[config.mk]
export PLATFORM = sky130hd
export DESIGN_NAME = encoder_speed_pid_controller_unit_flat
export DESIGN_NICKNAME = d
export VERILOG_FILES = /design/src/espc_pkg.sv /design/src/espc_if.sv /design/src/espc_csr.sv /design/src/espc_mul.sv /design/src/encoder_speed_pid_controller_unit.sv /design/src/flat_wrapper.sv
export VERILOG_INCLUDE_DIRS = /design/src /design/src/src
export SDC_FILE = /design/constraint.sdc
export NUM_CORES = 2
export LEC_CHECK = 0
export BUFFER_PORTS_ARGS = -buffer_cell sky130_fd_sc_hd__buf_2
export CORE_AREA = 2 2 331 333
export CTS_BUF_LIST = sky130_fd_sc_hd__clkbuf_4 sky130_fd_sc_hd__clkbuf_8
export DETAILED_ROUTE_END_ITERATION = 8
export DIE_AREA = 0 0 333 335
export PLACE_DENSITY = 0.9
export SYNTH_ARGS = -nofsm -noshare
export SYNTH_HDL_FRONTEND = slang
export SYNTH_SLANG_ARGS = --single-unit
[constraint.sdc]
create_clock -name clock -period 27.7 [get_ports clock]
set_clock_uncertainty 0.1 [all_clocks]
set_input_delay 4.155 -clock clock [delete_from_list [all_inputs] [get_ports clock]]
set_output_delay 4.155 -clock clock [all_outputs]
set_load 0.05 [all_outputs]
[src/encoder_speed_pid_controller_unit_assert.svh]
// Concurrent assertion macros used by the RTL
`ifndef ENCODER_SPEED_PID_CONTROLLER_UNIT_ASSERT_SVH
`define ENCODER_SPEED_PID_CONTROLLER_UNIT_ASSERT_SVH

`ifndef ASSERT_OFF

`define ESPC_ASSERT(label, clk, rst, prop, msg) \
   label: assert property (@(posedge clk) disable iff (rst) prop) else $error(msg);

`define ESPC_ASSERT_NEXT(label, clk, rst, pre, post, msg) \
   label: assert property (@(posedge clk) disable iff (rst) (pre) |=> (post)) else $error(msg);

`else

`define ESPC_ASSERT(label, clk, rst, prop, msg)

`define ESPC_ASSERT_NEXT(label, clk, rst, pre, post, msg)

`endif

`endif

[src/espc_pkg.sv]
package espc_pkg;

   localparam int ESPC_CHANNELS    = 2;
   localparam int ESPC_COUNT_WIDTH = 32;

   localparam int COUNT_PORT_W  = 32;
   localparam int TARGET_W      = 24;
   localparam int SPEED_W       = 32;
   localparam int DRIVE_W       = 17;
   localparam int REG_W         = 16;
   localparam int LIMIT_W       = 24;
   localparam int INTEG_W       = LIMIT_W + 1;
   localparam int DIFF_W        = SPEED_W + 1;
   localparam int DERIV_W       = 44;
   localparam int FRAC_W        = 16;

   localparam int MUL_A_W       = 45;
   localparam int MUL_B_W       = REG_W;
   localparam int PROD_W        = MUL_A_W + MUL_B_W + 1;

   localparam int CSR_INDEX_W   = 4;
   localparam int CSR_DATA_W    = 24;

   localparam logic [CSR_INDEX_W-1:0] CSR_GAIN_P      = 4'd0;
   localparam logic [CSR_INDEX_W-1:0] CSR_GAIN_I      = 4'd1;
   localparam logic [CSR_INDEX_W-1:0] CSR_GAIN_D      = 4'd2;
   localparam logic [CSR_INDEX_W-1:0] CSR_SPEED_PULSE = 4'd3;
   localparam logic [CSR_INDEX_W-1:0] CSR_PERIOD_FRAC = 4'd4;
   localparam logic [CSR_INDEX_W-1:0] CSR_PERIOD_INV  = 4'd5;
   localparam logic [CSR_INDEX_W-1:0] CSR_INTEG_LIMIT = 4'd6;
   localparam logic [CSR_INDEX_W-1:0] CSR_DRIVE_LIMIT = 4'd7;

   localparam logic CMD_TICK  = 1'b0;
   localparam logic CMD_RESET = 1'b1;

   typedef struct packed {
      logic [REG_W-1:0]   gain_p;
      logic [REG_W-1:0]   gain_i;
      logic [REG_W-1:0]   gain_d;
      logic [REG_W-1:0]   speed_per_pulse;
      logic [REG_W-1:0]   period_fraction;
      logic [REG_W-1:0]   period_inverse;
      logic [LIMIT_W-1:0] integral_limit;
      logic [REG_W-1:0]   drive_limit;
   } espc_cfg_type;

   localparam espc_cfg_type CFG_RESET = '{
      gain_p:          16'd256,
      gain_i:          16'd51,
      gain_d:          16'd51,
      speed_per_pulse: 16'd1477,
      period_fraction: 16'd655,
      period_inverse:  16'd100,
      integral_limit:  24'd256000,
      drive_limit:     16'd1023
   };

   typedef enum logic [3:0] {
      S_IDLE,
      S_DELTA,
      S_MEAS,
      S_ERR,
      S_ERRC,
      S_MPF,
      S_MPI,
      S_MKP,
      S_MKI,
      S_MKD,
      S_SUM,
      S_DRV,
      S_FINISH
   } espc_state_type;

endpackage

[src/espc_if.sv]
interface espc_req_if import espc_pkg::*; ();
   logic                           valid;
   logic                           ready;
   logic                           command;
   logic                           channel;
   logic signed [COUNT_PORT_W-1:0] encoder_count;
   logic signed [TARGET_W-1:0]     target_speed;
   logic                           enable;
   logic                           brake_on_reset;

   modport source (
      output valid, command, channel, encoder_count, target_speed, enable, brake_on_reset,
      input  ready
   );
   modport sink (
      input  valid, command, channel, encoder_count, target_speed, enable, brake_on_reset,
      output ready
   );
endinterface

interface espc_rsp_if import espc_pkg::*; ();
   logic                      valid;
   logic                      ready;
   logic                      channel_out;
   logic signed [SPEED_W-1:0] measured_speed;
   logic signed [DRIVE_W-1:0] drive;
   logic                      stopped;
   logic                      brake;

   modport source (
      output valid, channel_out, measured_speed, drive, stopped, brake,
      input  ready
   );
   modport sink (
      input  valid, channel_out, measured_speed, drive, stopped, brake,
      output ready
   );
endinterface

interface espc_csr_if import espc_pkg::*; ();
   logic                   valid;
   logic                   ready;
   logic [CSR_INDEX_W-1:0] index;
   logic [CSR_DATA_W-1:0]  data;

   modport source (
      output valid, index, data,
      input  ready
   );
   modport sink (
      input  valid, index, data,
      output ready
   );
endinterface

[src/espc_csr.sv]
module espc_csr import espc_pkg::*; (
   input  logic         clock,
   input  logic         reset,
   espc_csr_if.sink     csr_if,
   output espc_cfg_type cfg
);

   espc_cfg_type cfg_ff;
   logic         wr_en;

   assign csr_if.ready = 1'b1;
   assign wr_en        = csr_if.valid && csr_if.ready;
   assign cfg          = cfg_ff;

   always_ff @(posedge clock) begin
      if (reset) begin
         cfg_ff <= CFG_RESET;
      end else if (wr_en) begin
         case (csr_if.index)
            CSR_GAIN_P:      cfg_ff.gain_p          <= csr_if.data[REG_W-1:0];
            CSR_GAIN_I:      cfg_ff.gain_i          <= csr_if.data[REG_W-1:0];
            CSR_GAIN_D:      cfg_ff.gain_d          <= csr_if.data[REG_W-1:0];
            CSR_SPEED_PULSE: cfg_ff.speed_per_pulse <= csr_if.data[REG_W-1:0];
            CSR_PERIOD_FRAC: cfg_ff.period_fraction <= csr_if.data[REG_W-1:0];
            CSR_PERIOD_INV:  cfg_ff.period_inverse  <= csr_if.data[REG_W-1:0];
            CSR_INTEG_LIMIT: cfg_ff.integral_limit  <= csr_if.data[LIMIT_W-1:0];
            CSR_DRIVE_LIMIT: cfg_ff.drive_limit     <= csr_if.data[REG_W-1:0];
            default: ;
         endcase
      end
   end

endmodule

[src/espc_mul.sv]
module espc_mul import espc_pkg::*; (
   input  logic                      clock,
   input  logic                      load,
   input  logic signed [MUL_A_W-1:0] mul_a,
   input  logic [MUL_B_W-1:0]        mul_b,
   output logic signed [PROD_W-1:0]  prod
);

   logic signed [PROD_W-1:0]  prod_ff;
   logic signed [MUL_B_W:0]   b_s;

   assign b_s  = $signed({1'b0, mul_b});
   assign prod = prod_ff;

   always_ff @(posedge clock) begin
      if (load) begin
         prod_ff <= PROD_W'(mul_a) * PROD_W'(b_s);
      end
   end

endmodule

[src/encoder_speed_pid_controller_unit.sv]
// Channel   Dir  Handshake        Payload
// req_if    in   valid / ready    command channel encoder_count target_speed enable
//                                 brake_on_reset
// rsp_if    out  valid / ready    channel_out measured_speed drive stopped brake
// csr_if    in   valid / ready    index data (ready always high)
//
// A new request is taken only in idle. An enabled tick uses the single multiplier six
// times (speed, integral, derivative, three gains); a disabled or zero-target tick stops
// after the speed product, and a reset command does not use the multiplier at all.
// A finished result sits in the output register; the next request is taken while it
// waits, and the sequencer holds in its last step only if the previous result is untaken.
// Synchronous reset clears the sequencer, the channel state and the output valid, and loads the configuration defaults.
`include "encoder_speed_pid_controller_unit_assert.svh"

module encoder_speed_pid_controller_unit import espc_pkg::*; #(
   parameter int CHANNELS    = ESPC_CHANNELS,
   parameter int COUNT_WIDTH = ESPC_COUNT_WIDTH
) (
   input  logic        clock,
   input  logic        reset,
   espc_req_if.sink    req_if,
   espc_rsp_if.source  rsp_if,
   espc_csr_if.sink    csr_if
);

   localparam int CH_W = (CHANNELS > 1) ? $clog2(CHANNELS) : 1;

   localparam logic signed [PROD_W-1:0] P_I32_MAX = PROD_W'(64'sd2147483647);
   localparam logic signed [PROD_W-1:0] P_I32_MIN = PROD_W'(-64'sd2147483648);
   localparam logic signed [PROD_W-1:0] P_DERIV_MAX =
      PROD_W'((64'sd1 <<< (DERIV_W - 1)) - 64'sd1);

   espc_cfg_type   cfg;
   espc_state_type state_ff, state_in;

   logic                          cmd_ff;
   logic                          chin_ff;
   logic [CH_W-1:0]               slot_ff;
   logic [COUNT_WIDTH-1:0]        count_ff;
   logic signed [TARGET_W-1:0]    target_ff;
   logic                          enable_ff;
   logic                          brake_req_ff;

   logic [COUNT_WIDTH-1:0]        last_count_ff [CHANNELS];
   logic signed [INTEG_W-1:0]     integ_sum_ff  [CHANNELS];
   logic signed [SPEED_W-1:0]     prev_err_ff   [CHANNELS];

   logic [COUNT_WIDTH-1:0]        delta_ff;
   logic signed [SPEED_W-1:0]     meas_ff;
   logic signed [SPEED_W-1:0]     err_ff;
   logic signed [DIFF_W-1:0]      diff_ff;
   logic signed [INTEG_W-1:0]     integ_ff;
   logic signed [DERIV_W-1:0]     deriv_ff;
   logic signed [PROD_W-1:0]      acc_ff;
   logic signed [DRIVE_W-1:0]     drive_ff;
   logic                          stopped_ff;
   logic                          brake_ff;

   logic                          rsp_valid_ff;
   logic                          rsp_chan_ff;
   logic signed [SPEED_W-1:0]     rsp_meas_ff;
   logic signed [DRIVE_W-1:0]     rsp_drive_ff;
   logic                          rsp_stopped_ff;
   logic                          rsp_brake_ff;

   logic                          req_xfer;
   logic                          out_free;
   logic                          ctrl_off;
   logic                          mul_load;
   logic signed [MUL_A_W-1:0]     mul_a;
   logic [MUL_B_W-1:0]            mul_b;
   logic signed [PROD_W-1:0]      prod;

   logic signed [SPEED_W-1:0]     meas_sat;
   logic signed [DIFF_W-1:0]      err_wide;
   logic signed [SPEED_W-1:0]     err_sat;
   logic signed [PROD_W-1:0]      integ_sum;
   logic signed [PROD_W-1:0]      int_lim_w;
   logic signed [INTEG_W-1:0]     integ_new;
   logic signed [DERIV_W-1:0]     deriv_sat;
   logic signed [PROD_W-1:0]      drive_trunc;
   logic signed [PROD_W-1:0]      drive_lim_w;
   logic signed [DRIVE_W-1:0]     drive_new;
   logic signed [DRIVE_W-1:0]     drive_lim_s;
   logic signed [INTEG_W-1:0]     integ_lim_s;

   function automatic logic signed [PROD_W-1:0] trunc16(
         input logic signed [PROD_W-1:0] v);
      logic signed [PROD_W-1:0] bias;
      bias = v[PROD_W-1] ? PROD_W'({FRAC_W{1'b1}}) : '0;
      return (v + bias) >>> FRAC_W;
   endfunction

   espc_csr u_csr (
      .clock  (clock),
      .reset  (reset),
      .csr_if (csr_if),
      .cfg    (cfg)
   );

   espc_mul u_mul (
      .clock (clock),
      .load  (mul_load),
      .mul_a (mul_a),
      .mul_b (mul_b),
      .prod  (prod)
   );

   assign req_if.ready = (state_ff == S_IDLE);
   assign req_xfer     = req_if.valid && req_if.ready;
   assign out_free     = !rsp_valid_ff || rsp_if.ready;
   assign ctrl_off     = !enable_ff || (target_ff == '0);

   assign rsp_if.valid          = rsp_valid_ff;
   assign rsp_if.channel_out    = rsp_chan_ff;
   assign rsp_if.measured_speed = rsp_meas_ff;
   assign rsp_if.drive          = rsp_drive_ff;
   assign rsp_if.stopped        = rsp_stopped_ff;
   assign rsp_if.brake          = rsp_brake_ff;

   assign int_lim_w   = PROD_W'(cfg.integral_limit);
   assign drive_lim_w = PROD_W'(cfg.drive_limit);
   assign drive_lim_s = DRIVE_W'(cfg.drive_limit);
   assign integ_lim_s = INTEG_W'(cfg.integral_limit);

   always_ff @(posedge clock) begin
      if (reset) begin
         state_ff <= S_IDLE;
      end else begin
         state_ff <= state_in;
      end
   end

   always_comb begin
      state_in = state_ff;
      mul_load = 1'b0;
      mul_a    = '0;
      mul_b    = '0;
      case (state_ff)
         S_IDLE: begin
            if (req_xfer) state_in = S_DELTA;
         end
         S_DELTA: begin
            state_in = (cmd_ff == CMD_RESET) ? S_FINISH : S_MEAS;
         end
         S_MEAS: begin
            mul_load = 1'b1;
            mul_a    = MUL_A_W'($signed(delta_ff));
            mul_b    = cfg.speed_per_pulse;
            state_in = S_ERR;
         end
         S_ERR: begin
            state_in = ctrl_off ? S_FINISH : S_ERRC;
         end
         S_ERRC: begin
            state_in = S_MPF;
         end
         S_MPF: begin
            mul_load = 1'b1;
            mul_a    = MUL_A_W'(err_ff);
            mul_b    = cfg.period_fraction;
            state_in = S_MPI;
         end
         S_MPI: begin
            mul_load = 1'b1;
            mul_a    = MUL_A_W'(diff_ff);
            mul_b    = cfg.period_inverse;
            state_in = S_MKP;
         end
         S_MKP: begin
            mul_load = 1'b1;
            mul_a    = MUL_A_W'(err_ff);
            mul_b    = cfg.gain_p;
            state_in = S_MKI;
         end
         S_MKI: begin
            mul_load = 1'b1;
            mul_a    = MUL_A_W'(integ_ff);
            mul_b    = cfg.gain_i;
            state_in = S_MKD;
         end
         S_MKD: begin
            mul_load = 1'b1;
            mul_a    = MUL_A_W'(deriv_ff);
            mul_b    = cfg.gain_d;
            state_in = S_SUM;
         end
         S_SUM: begin
            state_in = S_DRV;
         end
         S_DRV: begin
            state_in = S_FINISH;
         end
         S_FINISH: begin
            if (out_free) state_in = S_IDLE;
         end
         default: begin
            state_in = S_IDLE;
         end
      endcase
   end

   always_comb begin
      if (prod > P_I32_MAX) begin
         meas_sat = SPEED_W'(P_I32_MAX);
      end else if (prod < P_I32_MIN) begin
         meas_sat = SPEED_W'(P_I32_MIN);
      end else begin
         meas_sat = SPEED_W'(prod);
      end

      err_wide = DIFF_W'(target_ff) - DIFF_W'(meas_ff);
      if (err_wide[DIFF_W-1] != err_wide[DIFF_W-2]) begin
         err_sat = {err_wide[DIFF_W-1], {(SPEED_W-1){~err_wide[DIFF_W-1]}}};
      end else begin
         err_sat = SPEED_W'(err_wide);
      end

      integ_sum = trunc16(prod) + PROD_W'(integ_sum_ff[slot_ff]);
      if (integ_sum > int_lim_w) begin
         integ_new = INTEG_W'(int_lim_w);
      end else if (integ_sum < -int_lim_w) begin
         integ_new = INTEG_W'(-int_lim_w);
      end else begin
         integ_new = INTEG_W'(integ_sum);
      end

      if (prod > P_DERIV_MAX) begin
         deriv_sat = DERIV_W'(P_DERIV_MAX);
      end else if (prod < -P_DERIV_MAX) begin
         deriv_sat = DERIV_W'(-P_DERIV_MAX);
      end else begin
         deriv_sat = DERIV_W'(prod);
      end

      drive_trunc = trunc16(acc_ff);
      if (drive_trunc > drive_lim_w) begin
         drive_new = DRIVE_W'(drive_lim_w);
      end else if (drive_trunc < -drive_lim_w) begin
         drive_new = DRIVE_W'(-drive_lim_w);
      end else begin
         drive_new = DRIVE_W'(drive_trunc);
      end
      if ((target_ff > 0 && drive_new < 0) || (target_ff < 0 && drive_new > 0)) begin
         drive_new = '0;
      end
   end

   always_ff @(posedge clock) begin
      if (reset) begin
         for (int i = 0; i < CHANNELS; i++) begin
            last_count_ff[i] <= '0;
            integ_sum_ff[i]  <= '0;
            prev_err_ff[i]   <= '0;
         end
      end else begin
         case (state_ff)
            S_DELTA: begin
               last_count_ff[slot_ff] <= count_ff;
               if (cmd_ff == CMD_RESET) begin
                  integ_sum_ff[slot_ff] <= '0;
                  prev_err_ff[slot_ff]  <= '0;
               end
            end
            S_ERR: begin
               if (ctrl_off) begin
                  integ_sum_ff[slot_ff] <= '0;
                  prev_err_ff[slot_ff]  <= '0;
               end
            end
            S_DRV: begin
               integ_sum_ff[slot_ff] <= integ_ff;
               prev_err_ff[slot_ff]  <= err_ff;
            end
            default: ;
         endcase
      end
   end

   always_ff @(posedge clock) begin
      if (req_xfer) begin
         cmd_ff       <= req_if.command;
         chin_ff      <= req_if.channel;
         slot_ff      <= (CHANNELS > 1) ? CH_W'(req_if.channel) : '0;
         count_ff     <= req_if.encoder_count[COUNT_WIDTH-1:0];
         target_ff    <= req_if.target_speed;
         enable_ff    <= req_if.enable;
         brake_req_ff <= req_if.brake_on_reset;
      end
      case (state_ff)
         S_DELTA: begin
            delta_ff   <= count_ff - last_count_ff[slot_ff];
            meas_ff    <= '0;
            drive_ff   <= '0;
            stopped_ff <= 1'b1;
            brake_ff   <= (cmd_ff == CMD_RESET) ? brake_req_ff : 1'b1;
         end
         S_ERR:  meas_ff  <= meas_sat;
         S_ERRC: err_ff   <= err_sat;
         S_MPF:  diff_ff  <= DIFF_W'(err_ff) - DIFF_W'(prev_err_ff[slot_ff]);
         S_MPI:  integ_ff <= integ_new;
         S_MKP:  deriv_ff <= deriv_sat;
         S_MKI:  acc_ff   <= prod;
         S_MKD:  acc_ff   <= acc_ff + prod;
         S_SUM:  acc_ff   <= acc_ff + prod;
         S_DRV: begin
            drive_ff   <= drive_new;
            stopped_ff <= (drive_new == '0);
            brake_ff   <= (drive_new == '0);
         end
         default: ;
      endcase
   end

   always_ff @(posedge clock) begin
      if (reset) begin
         rsp_valid_ff <= 1'b0;
      end else if (state_ff == S_FINISH && out_free) begin
         rsp_valid_ff <= 1'b1;
      end else if (rsp_if.ready) begin
         rsp_valid_ff <= 1'b0;
      end
   end

   always_ff @(posedge clock) begin
      if (state_ff == S_FINISH && out_free) begin
         rsp_chan_ff    <= chin_ff;
         rsp_meas_ff    <= meas_ff;
         rsp_drive_ff   <= drive_ff;
         rsp_stopped_ff <= stopped_ff;
         rsp_brake_ff   <= brake_ff;
      end
   end

   `ESPC_ASSERT_NEXT(a_accept_starts, clock, reset, req_xfer, state_ff == S_DELTA,
      "transfer did not start sequencer")
   `ESPC_ASSERT(a_drive_flags, clock, reset,
      rsp_valid_ff && (rsp_drive_ff != '0) |-> !rsp_stopped_ff && !rsp_brake_ff,
      "driven result flagged as stopped")
   `ESPC_ASSERT(a_drive_bound, clock, reset,
      rsp_valid_ff |-> (rsp_drive_ff <= drive_lim_s) && (rsp_drive_ff >= -drive_lim_s),
      "drive beyond limit")
   `ESPC_ASSERT(a_integ_bound, clock, reset,
      state_ff == S_DRV |-> (integ_ff <= integ_lim_s) && (integ_ff >= -integ_lim_s),
      "integral beyond limit")
   `ESPC_ASSERT(a_reset_result, clock, reset,
      state_ff == S_FINISH && cmd_ff == CMD_RESET |-> meas_ff == '0 && drive_ff == '0 && stopped_ff,
      "reset command result not stopped")

endmodule

[src/flat_wrapper.sv]
// flat-port wrapper written by rule: the top's interface ports become plain ports
module encoder_speed_pid_controller_unit_flat import espc_pkg::*;
#(
   parameter int CHANNELS    = ESPC_CHANNELS,
   parameter int COUNT_WIDTH = ESPC_COUNT_WIDTH
)
  (clock, reset, req_if_valid, req_if_command, req_if_channel, req_if_encoder_count, req_if_target_speed, req_if_enable, req_if_brake_on_reset, req_if_ready, rsp_if_valid, rsp_if_channel_out, rsp_if_measured_speed, rsp_if_drive, rsp_if_stopped, rsp_if_brake, rsp_if_ready, csr_if_valid, csr_if_index, csr_if_data, csr_if_ready);
  espc_req_if req_if_i ();
  espc_rsp_if rsp_if_i ();
  espc_csr_if csr_if_i ();
  input  logic clock;
  input  logic reset;
  input wire logic [$bits(req_if_i.valid)-1:0] req_if_valid;
  input wire logic [$bits(req_if_i.command)-1:0] req_if_command;
  input wire logic [$bits(req_if_i.channel)-1:0] req_if_channel;
  input wire logic [$bits(req_if_i.encoder_count)-1:0] req_if_encoder_count;
  input wire logic [$bits(req_if_i.target_speed)-1:0] req_if_target_speed;
  input wire logic [$bits(req_if_i.enable)-1:0] req_if_enable;
  input wire logic [$bits(req_if_i.brake_on_reset)-1:0] req_if_brake_on_reset;
  output wire logic [$bits(req_if_i.ready)-1:0] req_if_ready;
  output wire logic [$bits(rsp_if_i.valid)-1:0] rsp_if_valid;
  output wire logic [$bits(rsp_if_i.channel_out)-1:0] rsp_if_channel_out;
  output wire logic [$bits(rsp_if_i.measured_speed)-1:0] rsp_if_measured_speed;
  output wire logic [$bits(rsp_if_i.drive)-1:0] rsp_if_drive;
  output wire logic [$bits(rsp_if_i.stopped)-1:0] rsp_if_stopped;
  output wire logic [$bits(rsp_if_i.brake)-1:0] rsp_if_brake;
  input wire logic [$bits(rsp_if_i.ready)-1:0] rsp_if_ready;
  input wire logic [$bits(csr_if_i.valid)-1:0] csr_if_valid;
  input wire logic [$bits(csr_if_i.index)-1:0] csr_if_index;
  input wire logic [$bits(csr_if_i.data)-1:0] csr_if_data;
  output wire logic [$bits(csr_if_i.ready)-1:0] csr_if_ready;
  assign req_if_i.valid = req_if_valid;
  assign req_if_i.command = req_if_command;
  assign req_if_i.channel = req_if_channel;
  assign req_if_i.encoder_count = req_if_encoder_count;
  assign req_if_i.target_speed = req_if_target_speed;
  assign req_if_i.enable = req_if_enable;
  assign req_if_i.brake_on_reset = req_if_brake_on_reset;
  assign req_if_ready = req_if_i.ready;
  assign rsp_if_valid = rsp_if_i.valid;
  assign rsp_if_channel_out = rsp_if_i.channel_out;
  assign rsp_if_measured_speed = rsp_if_i.measured_speed;
  assign rsp_if_drive = rsp_if_i.drive;
  assign rsp_if_stopped = rsp_if_i.stopped;
  assign rsp_if_brake = rsp_if_i.brake;
  assign rsp_if_i.ready = rsp_if_ready;
  assign csr_if_i.valid = csr_if_valid;
  assign csr_if_i.index = csr_if_index;
  assign csr_if_i.data = csr_if_data;
  assign csr_if_ready = csr_if_i.ready;
  encoder_speed_pid_controller_unit #(.CHANNELS(CHANNELS), .COUNT_WIDTH(COUNT_WIDTH)) u_core (.clock(clock), .reset(reset), .req_if(req_if_i), .rsp_if(rsp_if_i), .csr_if(csr_if_i));
endmodule
# Word-level counts from Yosys, hierarchy flattened
# Memory sizes are Yosys's and may differ from the RTL's. A register that Yosys moved wholly into a read port is not among the register bits.
# Cells that the tools add are included.
classes:
  order_cmp: 12
  bitwise: 5
  n_addsub: 9
  reduce_logical: 33
  eq_ne: 22
  mux: 59
  multipliers: 1
ops:
  columns: ["operator", "count"]
  rows:
  - ["45-bit one-hot mux with 5 select lines", 1]
  - ["32-bit two-way mux", 7]
  - ["62-bit by 17-bit adder with 62-bit output", 2]
  - ["62-bit one-hot mux with 2 select lines", 1]
  - ["25-bit two-way mux", 4]
  - ["16-bit one-hot mux with 6 select lines", 1]
  - ["32-bit one-hot mux with 2 select lines", 1]
  - ["32-bit OR reduction", 2]
  - ["62-bit adder", 1]
  - ["62-bit by 25-bit greater-than comparator with 1-bit output", 1]
  - ["62-bit by 32-bit greater-than comparator with 1-bit output (second input constant)", 1]
  - ["62-bit by 44-bit greater-than comparator with 1-bit output (second input constant)", 1]
  - ["46-bit by 62-bit less-than comparator with 1-bit output", 1]
  - ["62-bit by 32-bit less-than comparator with 1-bit output (second input constant)", 1]
  - ["62-bit by 44-bit less-than comparator with 1-bit output (second input constant)", 1]
  - ["62-bit less-than comparator", 1]
  - ["45-bit by 17-bit multiplier with 62-bit output", 1]
  - ["16-bit negator with 62-bit output", 1]
  - ["24-bit negator with 62-bit output", 1]
  - ["4-bit one-hot mux with 13 select lines", 1]
  - ["17-bit two-way mux", 3]
  - ["46-bit by 25-bit adder with 47-bit output", 1]
  - ["46-bit by 17-bit greater-than comparator with 1-bit output", 1]
  - ["44-bit two-way mux", 1]
  - ["33 further kinds", 104]
totals:
  reg_bits: 594
  out_inout_bits: 55
  n_memories: 3
  mem_bits_rw: 178
memory_table:
  columns: ["name", "words", "word_bits", "read_ports", "rd_ports_with_merged_regs", "wr", "line_no", "rtl"]
  rows:
  - ["u_core.last_count_ff", 2, 32, 1, 1, 2, "encoder_speed_pid_controller_unit.sv:44", "logic [COUNT_WIDTH-1:0] last_count_ff [CHANNELS];"]
  - ["u_core.prev_err_ff", 2, 32, 1, 1, 2, "encoder_speed_pid_controller_unit.sv:46", "logic signed [SPEED_W-1:0] prev_err_ff [CHANNELS];"]
  - ["u_core.integ_sum_ff", 2, 25, 1, 1, 2, "encoder_speed_pid_controller_unit.sv:45", "logic signed [INTEG_W-1:0] integ_sum_ff [CHANNELS];"]

# Logic depth before layout (Yosys ltp)
depth:
  ltp_word: 11
  mapped_depth: 40
  mapped_depth_nobuf: 39

# Hierarchy
# Synthesis repeated with hierarchy kept, for this count alone.
hier_totals:
  hier_cells: 7652
  area_unflattened_um2: 73370.4
by_module_without_submodules:
  columns: ["mod", "cells_each", "n_inst", "area_per_inst_um2"]
  rows:
  - ["encoder_speed_pid_controller_unit", 4189, 1, 41592.4]
  - ["espc_mul", 2898, 1, 26425.3]
  - ["espc_csr", 565, 1, 5352.6]

# Worst setup path after synthesis
# No wires, ideal clock.
synth_path:
  kind: "register to register"
  from: "register u_core.state_ff[1]"
  to: "register u_core.u_mul.prod_ff[49] (netlist: u_core.u_mul.prod[49]) (data pin)"
  setup_time_ns: 0.259
  path_stages_with_launch: 33
  arrival_ns: 8.563
  path_slack_ns: 18.777
  t_required_ns: 27.341
  path_buffers: 4
  synth_period_minus_slack_ns: 8.923
  cell_sequence: "dfxtp_1 clkbuf_1 nand2_1 nor3_1 clkbuf_1 clkbuf_1 nand2_1 nand4_1 clkbuf_1 nand2_1 fa_1 inv_1 fa_1 fa_1 fa_1 fa_1 inv_1 fa_1 inv_1 ha_1 a21o_1 a21o_1 a21o_1 a311oi_1 o2111ai_1 o21a_1 a21oi_1 o21ai_0 a31oi_1 o21ai_0 a21o_1 a21oi_1 xnor2_1"
synth_between:
  elab_chain_cells: 4
  elab_cells_between_ends: 10
synth_lines:
  columns: ["element", "line_no", "rtl"]
  rows:
  - ["start: declaration", "encoder_speed_pid_controller_unit.sv:34", "espc_state_type state_ff, state_in;"]
  - ["start signal: assignment", "encoder_speed_pid_controller_unit.sv:130", "state_ff <= state_in;"]
  - ["4-bit by 3-bit == test with 1-bit output", "encoder_speed_pid_controller_unit.sv:139", "case (state_ff)"]
  - ["2-bit OR reduction (no line)", null, null]
  - ["45-bit one-hot mux with 5 select lines", "encoder_speed_pid_controller_unit.sv:139", null]
  - ["45-bit by 17-bit multiplier with 62-bit output (*)", "espc_mul.sv:17", "prod_ff <= PROD_W'(mul_a) * PROD_W'(b_s);"]
  - ["end signal: assignment", "espc_mul.sv:17", null]
  - ["end: declaration", "espc_mul.sv:9", "logic signed [PROD_W-1:0] prod_ff;"]
# Mark *: on every way between the ends. The rest lies on a longest branch, timed or not.
# A chain may end at the register's enable or synchronous reset.

# Worst setup path in the final report
layout_path:
  from: "register u_core.state_ff[2]"
  to: "register u_core.u_mul.prod_ff[60] (netlist: u_core.u_mul.prod[60]) (data pin)"
# Same word-level chain as after synthesis.

==> flow_metrics.py <==
metrics = {
    "outcome": {
        "status": "finished clean",
    },
    "clock_network": {
        "cts_tree": "done",
        "cts_resized": 0,
        "h-tree-depth": 3,
        "clk_latency_ns": 0.86,
        "clkTransAtPathRegs_ns": 0.07,
        "cts_sinks": 773,
        "post_cts_buffers": 0,
        "cts_root_buf": "clkbuf_8",
        "cts_made_buffers": 120,
        "cts_hold_buffers": 0,
        "clock_path_buffers": 3,
    },
    "power": {
        "power.density_mw_per_mm2": 58.00,
        "power_leakage_nw": 34.50,
        "peakVddDrop_v": 0.00005724,
    },
    "setup_path": {
        "path_delay_family": "adder cells",
        "critical_path_buf_inv_count": 6,
        "arrival_ns": 10.90,
        "worstSetupPathType": "flop to flop",
        "cp_slowest_cell": "nand2_1",
        "critPathRequiredTime_ns": 28.20,
        "r2r_start": "u_core.state_ff[2]",
        "cp_max_fo": 45,
        "reg2reg_slack_ns": 17.30,
        "cp-end-kind": "flop",
        "critPathMaxStageDelay_ns": 0.87,
        "cp-start-kind": "flop",
        "reg2reg_depth": 29,
        "rr_endpoint": "u_core.u_mul.prod[60]",
        "crit_top_cell": "fa_1",
    },
    "synthesis": {
        "netlist.area_leader.share": 0.2631,
        "synthCells": 7726,
        "syn_nets": 9022,
        "ys_types": 95,
        "ys.flop_type": "edfxtp_1",
        "synth_area_leader_cell": "edfxtp_1",
        "synthTopCellsByArea": "edfxtp_1 26%, fa_1 19%, ha_1 9.3%, nand2_1 6.4%, inv_1 5.1%",
        "synth_seq_cells": 773,
        "async_reset_ff_frac": 0,
        "ys_seq_area_frac": 0.3026,
        "synth_area_mm2": 0.07202,
        "synth_edf_count": 631,
        "synth_area_per_cell_um2": 9.322,
        "yosysWarnings": 0,
    },
    "timing": {
        "fin_setup_tns_ns": 0,
        "fin_crit_sh": 0.3754,
        "max_slew.worst_pin.slew_ns": 1.352,
        "period_minus_slack_ns": 10.40,
        "fmax_ghz": 0.09617,
        "rsz0062_at_grt": "false",
        "slew_violations": 0,
        "relSlewSlack": 0.09489,
        "setup_violations": 0,
        "hold_viol_final": 0,
        "whs_ns": 0.3156,
        "setup_ws_ns": 17.30,
    },
    "floorplanning": {
        "fp.coreArea_mm2": 0.1081,
        "ioPinCount": 148,
        "row_count": 121,
        "dieArea_mm2": 0.1116,
        "die_w_um": 333,
        "die_y_um": 335,
        "start_util": 0.6663,
    },
    "grt": {
        "overflow": 0,
        "antenna_found_initial": 10,
        "grt.total_usage": 0.3830,
        "grt_max_degree": 124,
        "grt_pass1_wl_mm": 330.6,
        "first_global_vias": 60140,
    },
    "detailed_routing": {
        "wire_per_inst_um": 23.09,
        "drcViolationCount": 0,
        "vias_per_cell": 6.395,
        "drtIter0Drc": 6859,
        "ant_nets": 0,
        "drt_wl_total_mm": 213.6,
        "vias": 59170,
        "firstDrtPassIters": 9,
    },
    "worst_hold_path": {
        "hp-start": "u_core.drive_ff[16]",
        "hold-path-cell-count": 0,
        "min_to": "u_core.rsp_if.drive[16]",
        "hold_class": "flop to flop",
    },
    "placement": {
        "place_hpwl_mm": 161.8,
        "io_buffers": 146,
        "pre_cts_slack_ns": 17.63,
        "gp_congestion": 1.023,
    },
    "layout": {
        "final.fill_count": 7678,
        "area_growth_pct": 6.190,
        "final_layout_size_suffix_gt1_frac": 0.07187,
        "num-nets-final": 9035,
    },
    "flow_run": {
        "drv_cap": 0,
    },
}
-- report_power, final --
part / total (mW) / internal [mW] / switching [mW]
combinational: 1.89 / 0.672 / 1.22
clock: 1.00 / 0.517 / 0.487
sequential: 1.54 / 1.42 / 0.119
total: 4.44 / 2.61 / 1.82
-- cells in the mapped netlist, types with 9 or more instances --
| cell type | number |
|---|---|
| a311oi_1 | 12 |
| or3_1 | 26 |
| o21a_1 | 56 |
| a21boi_0 | 13 |
| buf_4 | 15 |
| a22oi_1 | 66 |
| o21ai_0 | 230 |
| o21bai_1 | 33 |
| nor4_1 | 45 |
| nand3b_1 | 36 |
| fa_1 | 666 |
| and3_1 | 60 |
| xor2_1 | 105 |
| o2111ai_1 | 12 |
| nor2b_1 | 68 |
| clkbuf_1 | 307 |
| o31ai_1 | 13 |
| nand4_1 | 99 |
| mux2i_1 | 80 |
| nand2b_1 | 75 |
| a211oi_1 | 41 |
| a21o_1 | 199 |
| a21oi_1 | 450 |
| o211ai_1 | 27 |
| nor3b_1 | 11 |
| a2111oi_0 | 13 |
| dfxtp_1 | 142 |
| a31o_2 | 12 |
| edfxtp_1 | 631 |
| nor3_1 | 89 |
| nor2_1 | 432 |
| ha_1 | 537 |
| or4_1 | 9 |
| xnor2_1 | 234 |
| a211o_1 | 27 |
| mux2_2 | 49 |
| a31oi_1 | 43 |
| o221ai_1 | 9 |
| or2_2 | 20 |
| nand2_1 | 1224 |
| and4_1 | 45 |
| and2_1 | 236 |
| inv_1 | 985 |
| nand3_1 | 112 |
-- worst max-delay path by stage --
| stage | start | end | slack (ns) | depth (start not counted) |
|---|---|---|---|---|
| after global routing | u_core.u_mul.prod[61] | u_core.integ_ff[2] | 16.89 | 40 |
| after floorplan | u_core.state_ff[1] | u_core.u_mul.prod[49] | 18.78 | 32 |
| after global placement | u_core.state_ff[2] | u_core.u_mul.prod[60] | 17.95 | 29 |
| final | u_core.state_ff[2] | u_core.u_mul.prod[60] | 17.30 | 29 |
| after CTS | u_core.state_ff[2] | u_core.u_mul.prod[60] | 17.63 | 29 |
| after detailed placement | u_core.state_ff[2] | u_core.u_mul.prod[60] | 17.63 | 29 |
-- state kept, by name, indices dropped and copies added, names as in the netlist, 24 cells and up, named ones only --
register	cells
u_core.err_ff	32
u_core.rsp_if.measured_speed	32
u_core.integ_sum_ff	50
u_core.deriv_ff	44
u_core.integ_ff	25
u_core.prev_err_ff	64
u_core.acc_ff	62
u_core.target_ff	24
u_core.meas_ff	32
u_core.delta_ff	32
u_core.last_count_ff	64
u_core.count_ff	32
u_core.u_mul.prod	62
u_core.diff_ff	33
u_core.u_csr.cfg	136
-- final cells by class --
cell class | instances | area (µm²) | share of cell area
Timing Repair Buffer | 233 | 1386 | 0.01813
Sequential cell | 773 | 21790 | 0.2850
Clock inverter | 51 | 415.4 | 0.005431
Antenna cell | 4 | 10.01 | 0.0001309
Clock buffer | 166 | 2034 | 0.02660
Multi-Input combinational cell | 5626 | 45370 | 0.5933
Tap cell | 1414 | 1769 | 0.02313
Inverter | 985 | 3697 | 0.04834
-- metrics by stage --
step / utilization / std cells / cell area (µm²) / power, mW
final: 0.7075 / 9252 / 76480 / 4.436
after global routing: 0.7075 / 9250 / 76480 / 4.652
after CTS: 0.7074 / 9248 / 76470 / 4.372
after detailed placement: 0.6848 / 9031 / 74020 / 3.374
after global placement: 0.6848 / 9031 / 74020 / 3.302
after floorplan: - / 7726 / 72020 / 2.832
-- worst register-to-register path: cells and delay by family, from the launching register on --
kind | cells | cell delay (ns)
adders and majority gates | 7 | 3.54
DFF | 1 | 0.62
buffers and inverters | 6 | 0.94
AOI/OAI and AO/OA | 7 | 2.25
and+or+nand+nor | 8 | 2.54
xor gates and xnor gates | 1 | 0.14
-- placed cells by master, fill, tap and decap left out, types with 229 or more instances in the layout --
cell type,n
fa_1,666
and2_1,235
edfxtp_1,631
a21oi_1,449
nand2_1,1223
nor2_1,427
xnor2_1,234
ha_1,537
inv_1,985
o21ai_0,229
-- metal layers --
| metal | share of wire | global-route usage | up-vias | wire length, µm |
|---|---|---|---|---|
| li1 | - | - | 26020 | - |
| met1 | 0.35 | 0.4654 | 28400 | 75680 |
| met2 | 0.45 | 0.6078 | 3758 | 95990 |
| met3 | 0.12 | 0.1021 | 995 | 25990 |
| met4 | 0.074 | 0.2441 | 2 | 15910 |
| met5 | 0.00016 | 0 | - | 34 |
-- logic make-up (layout without fill, tap and decap cells) --
kind of cell               after synthesis  in the layout  synth area share
buffers and inverters                 1327           1435           0.07023
adders and majority gates             1206           1206            0.2788
xor gates and xnor gates               339            339           0.04122
AOI/OAI and AO/OA                     1347           1347            0.1200
muxes                                  129            129           0.01878
and+or+nand+nor                       2604           2604            0.1683
DFF                                    773            773            0.3026
other                                    1              5        0.00005207
No activity file was read; power rests on OpenSTA's default activity.
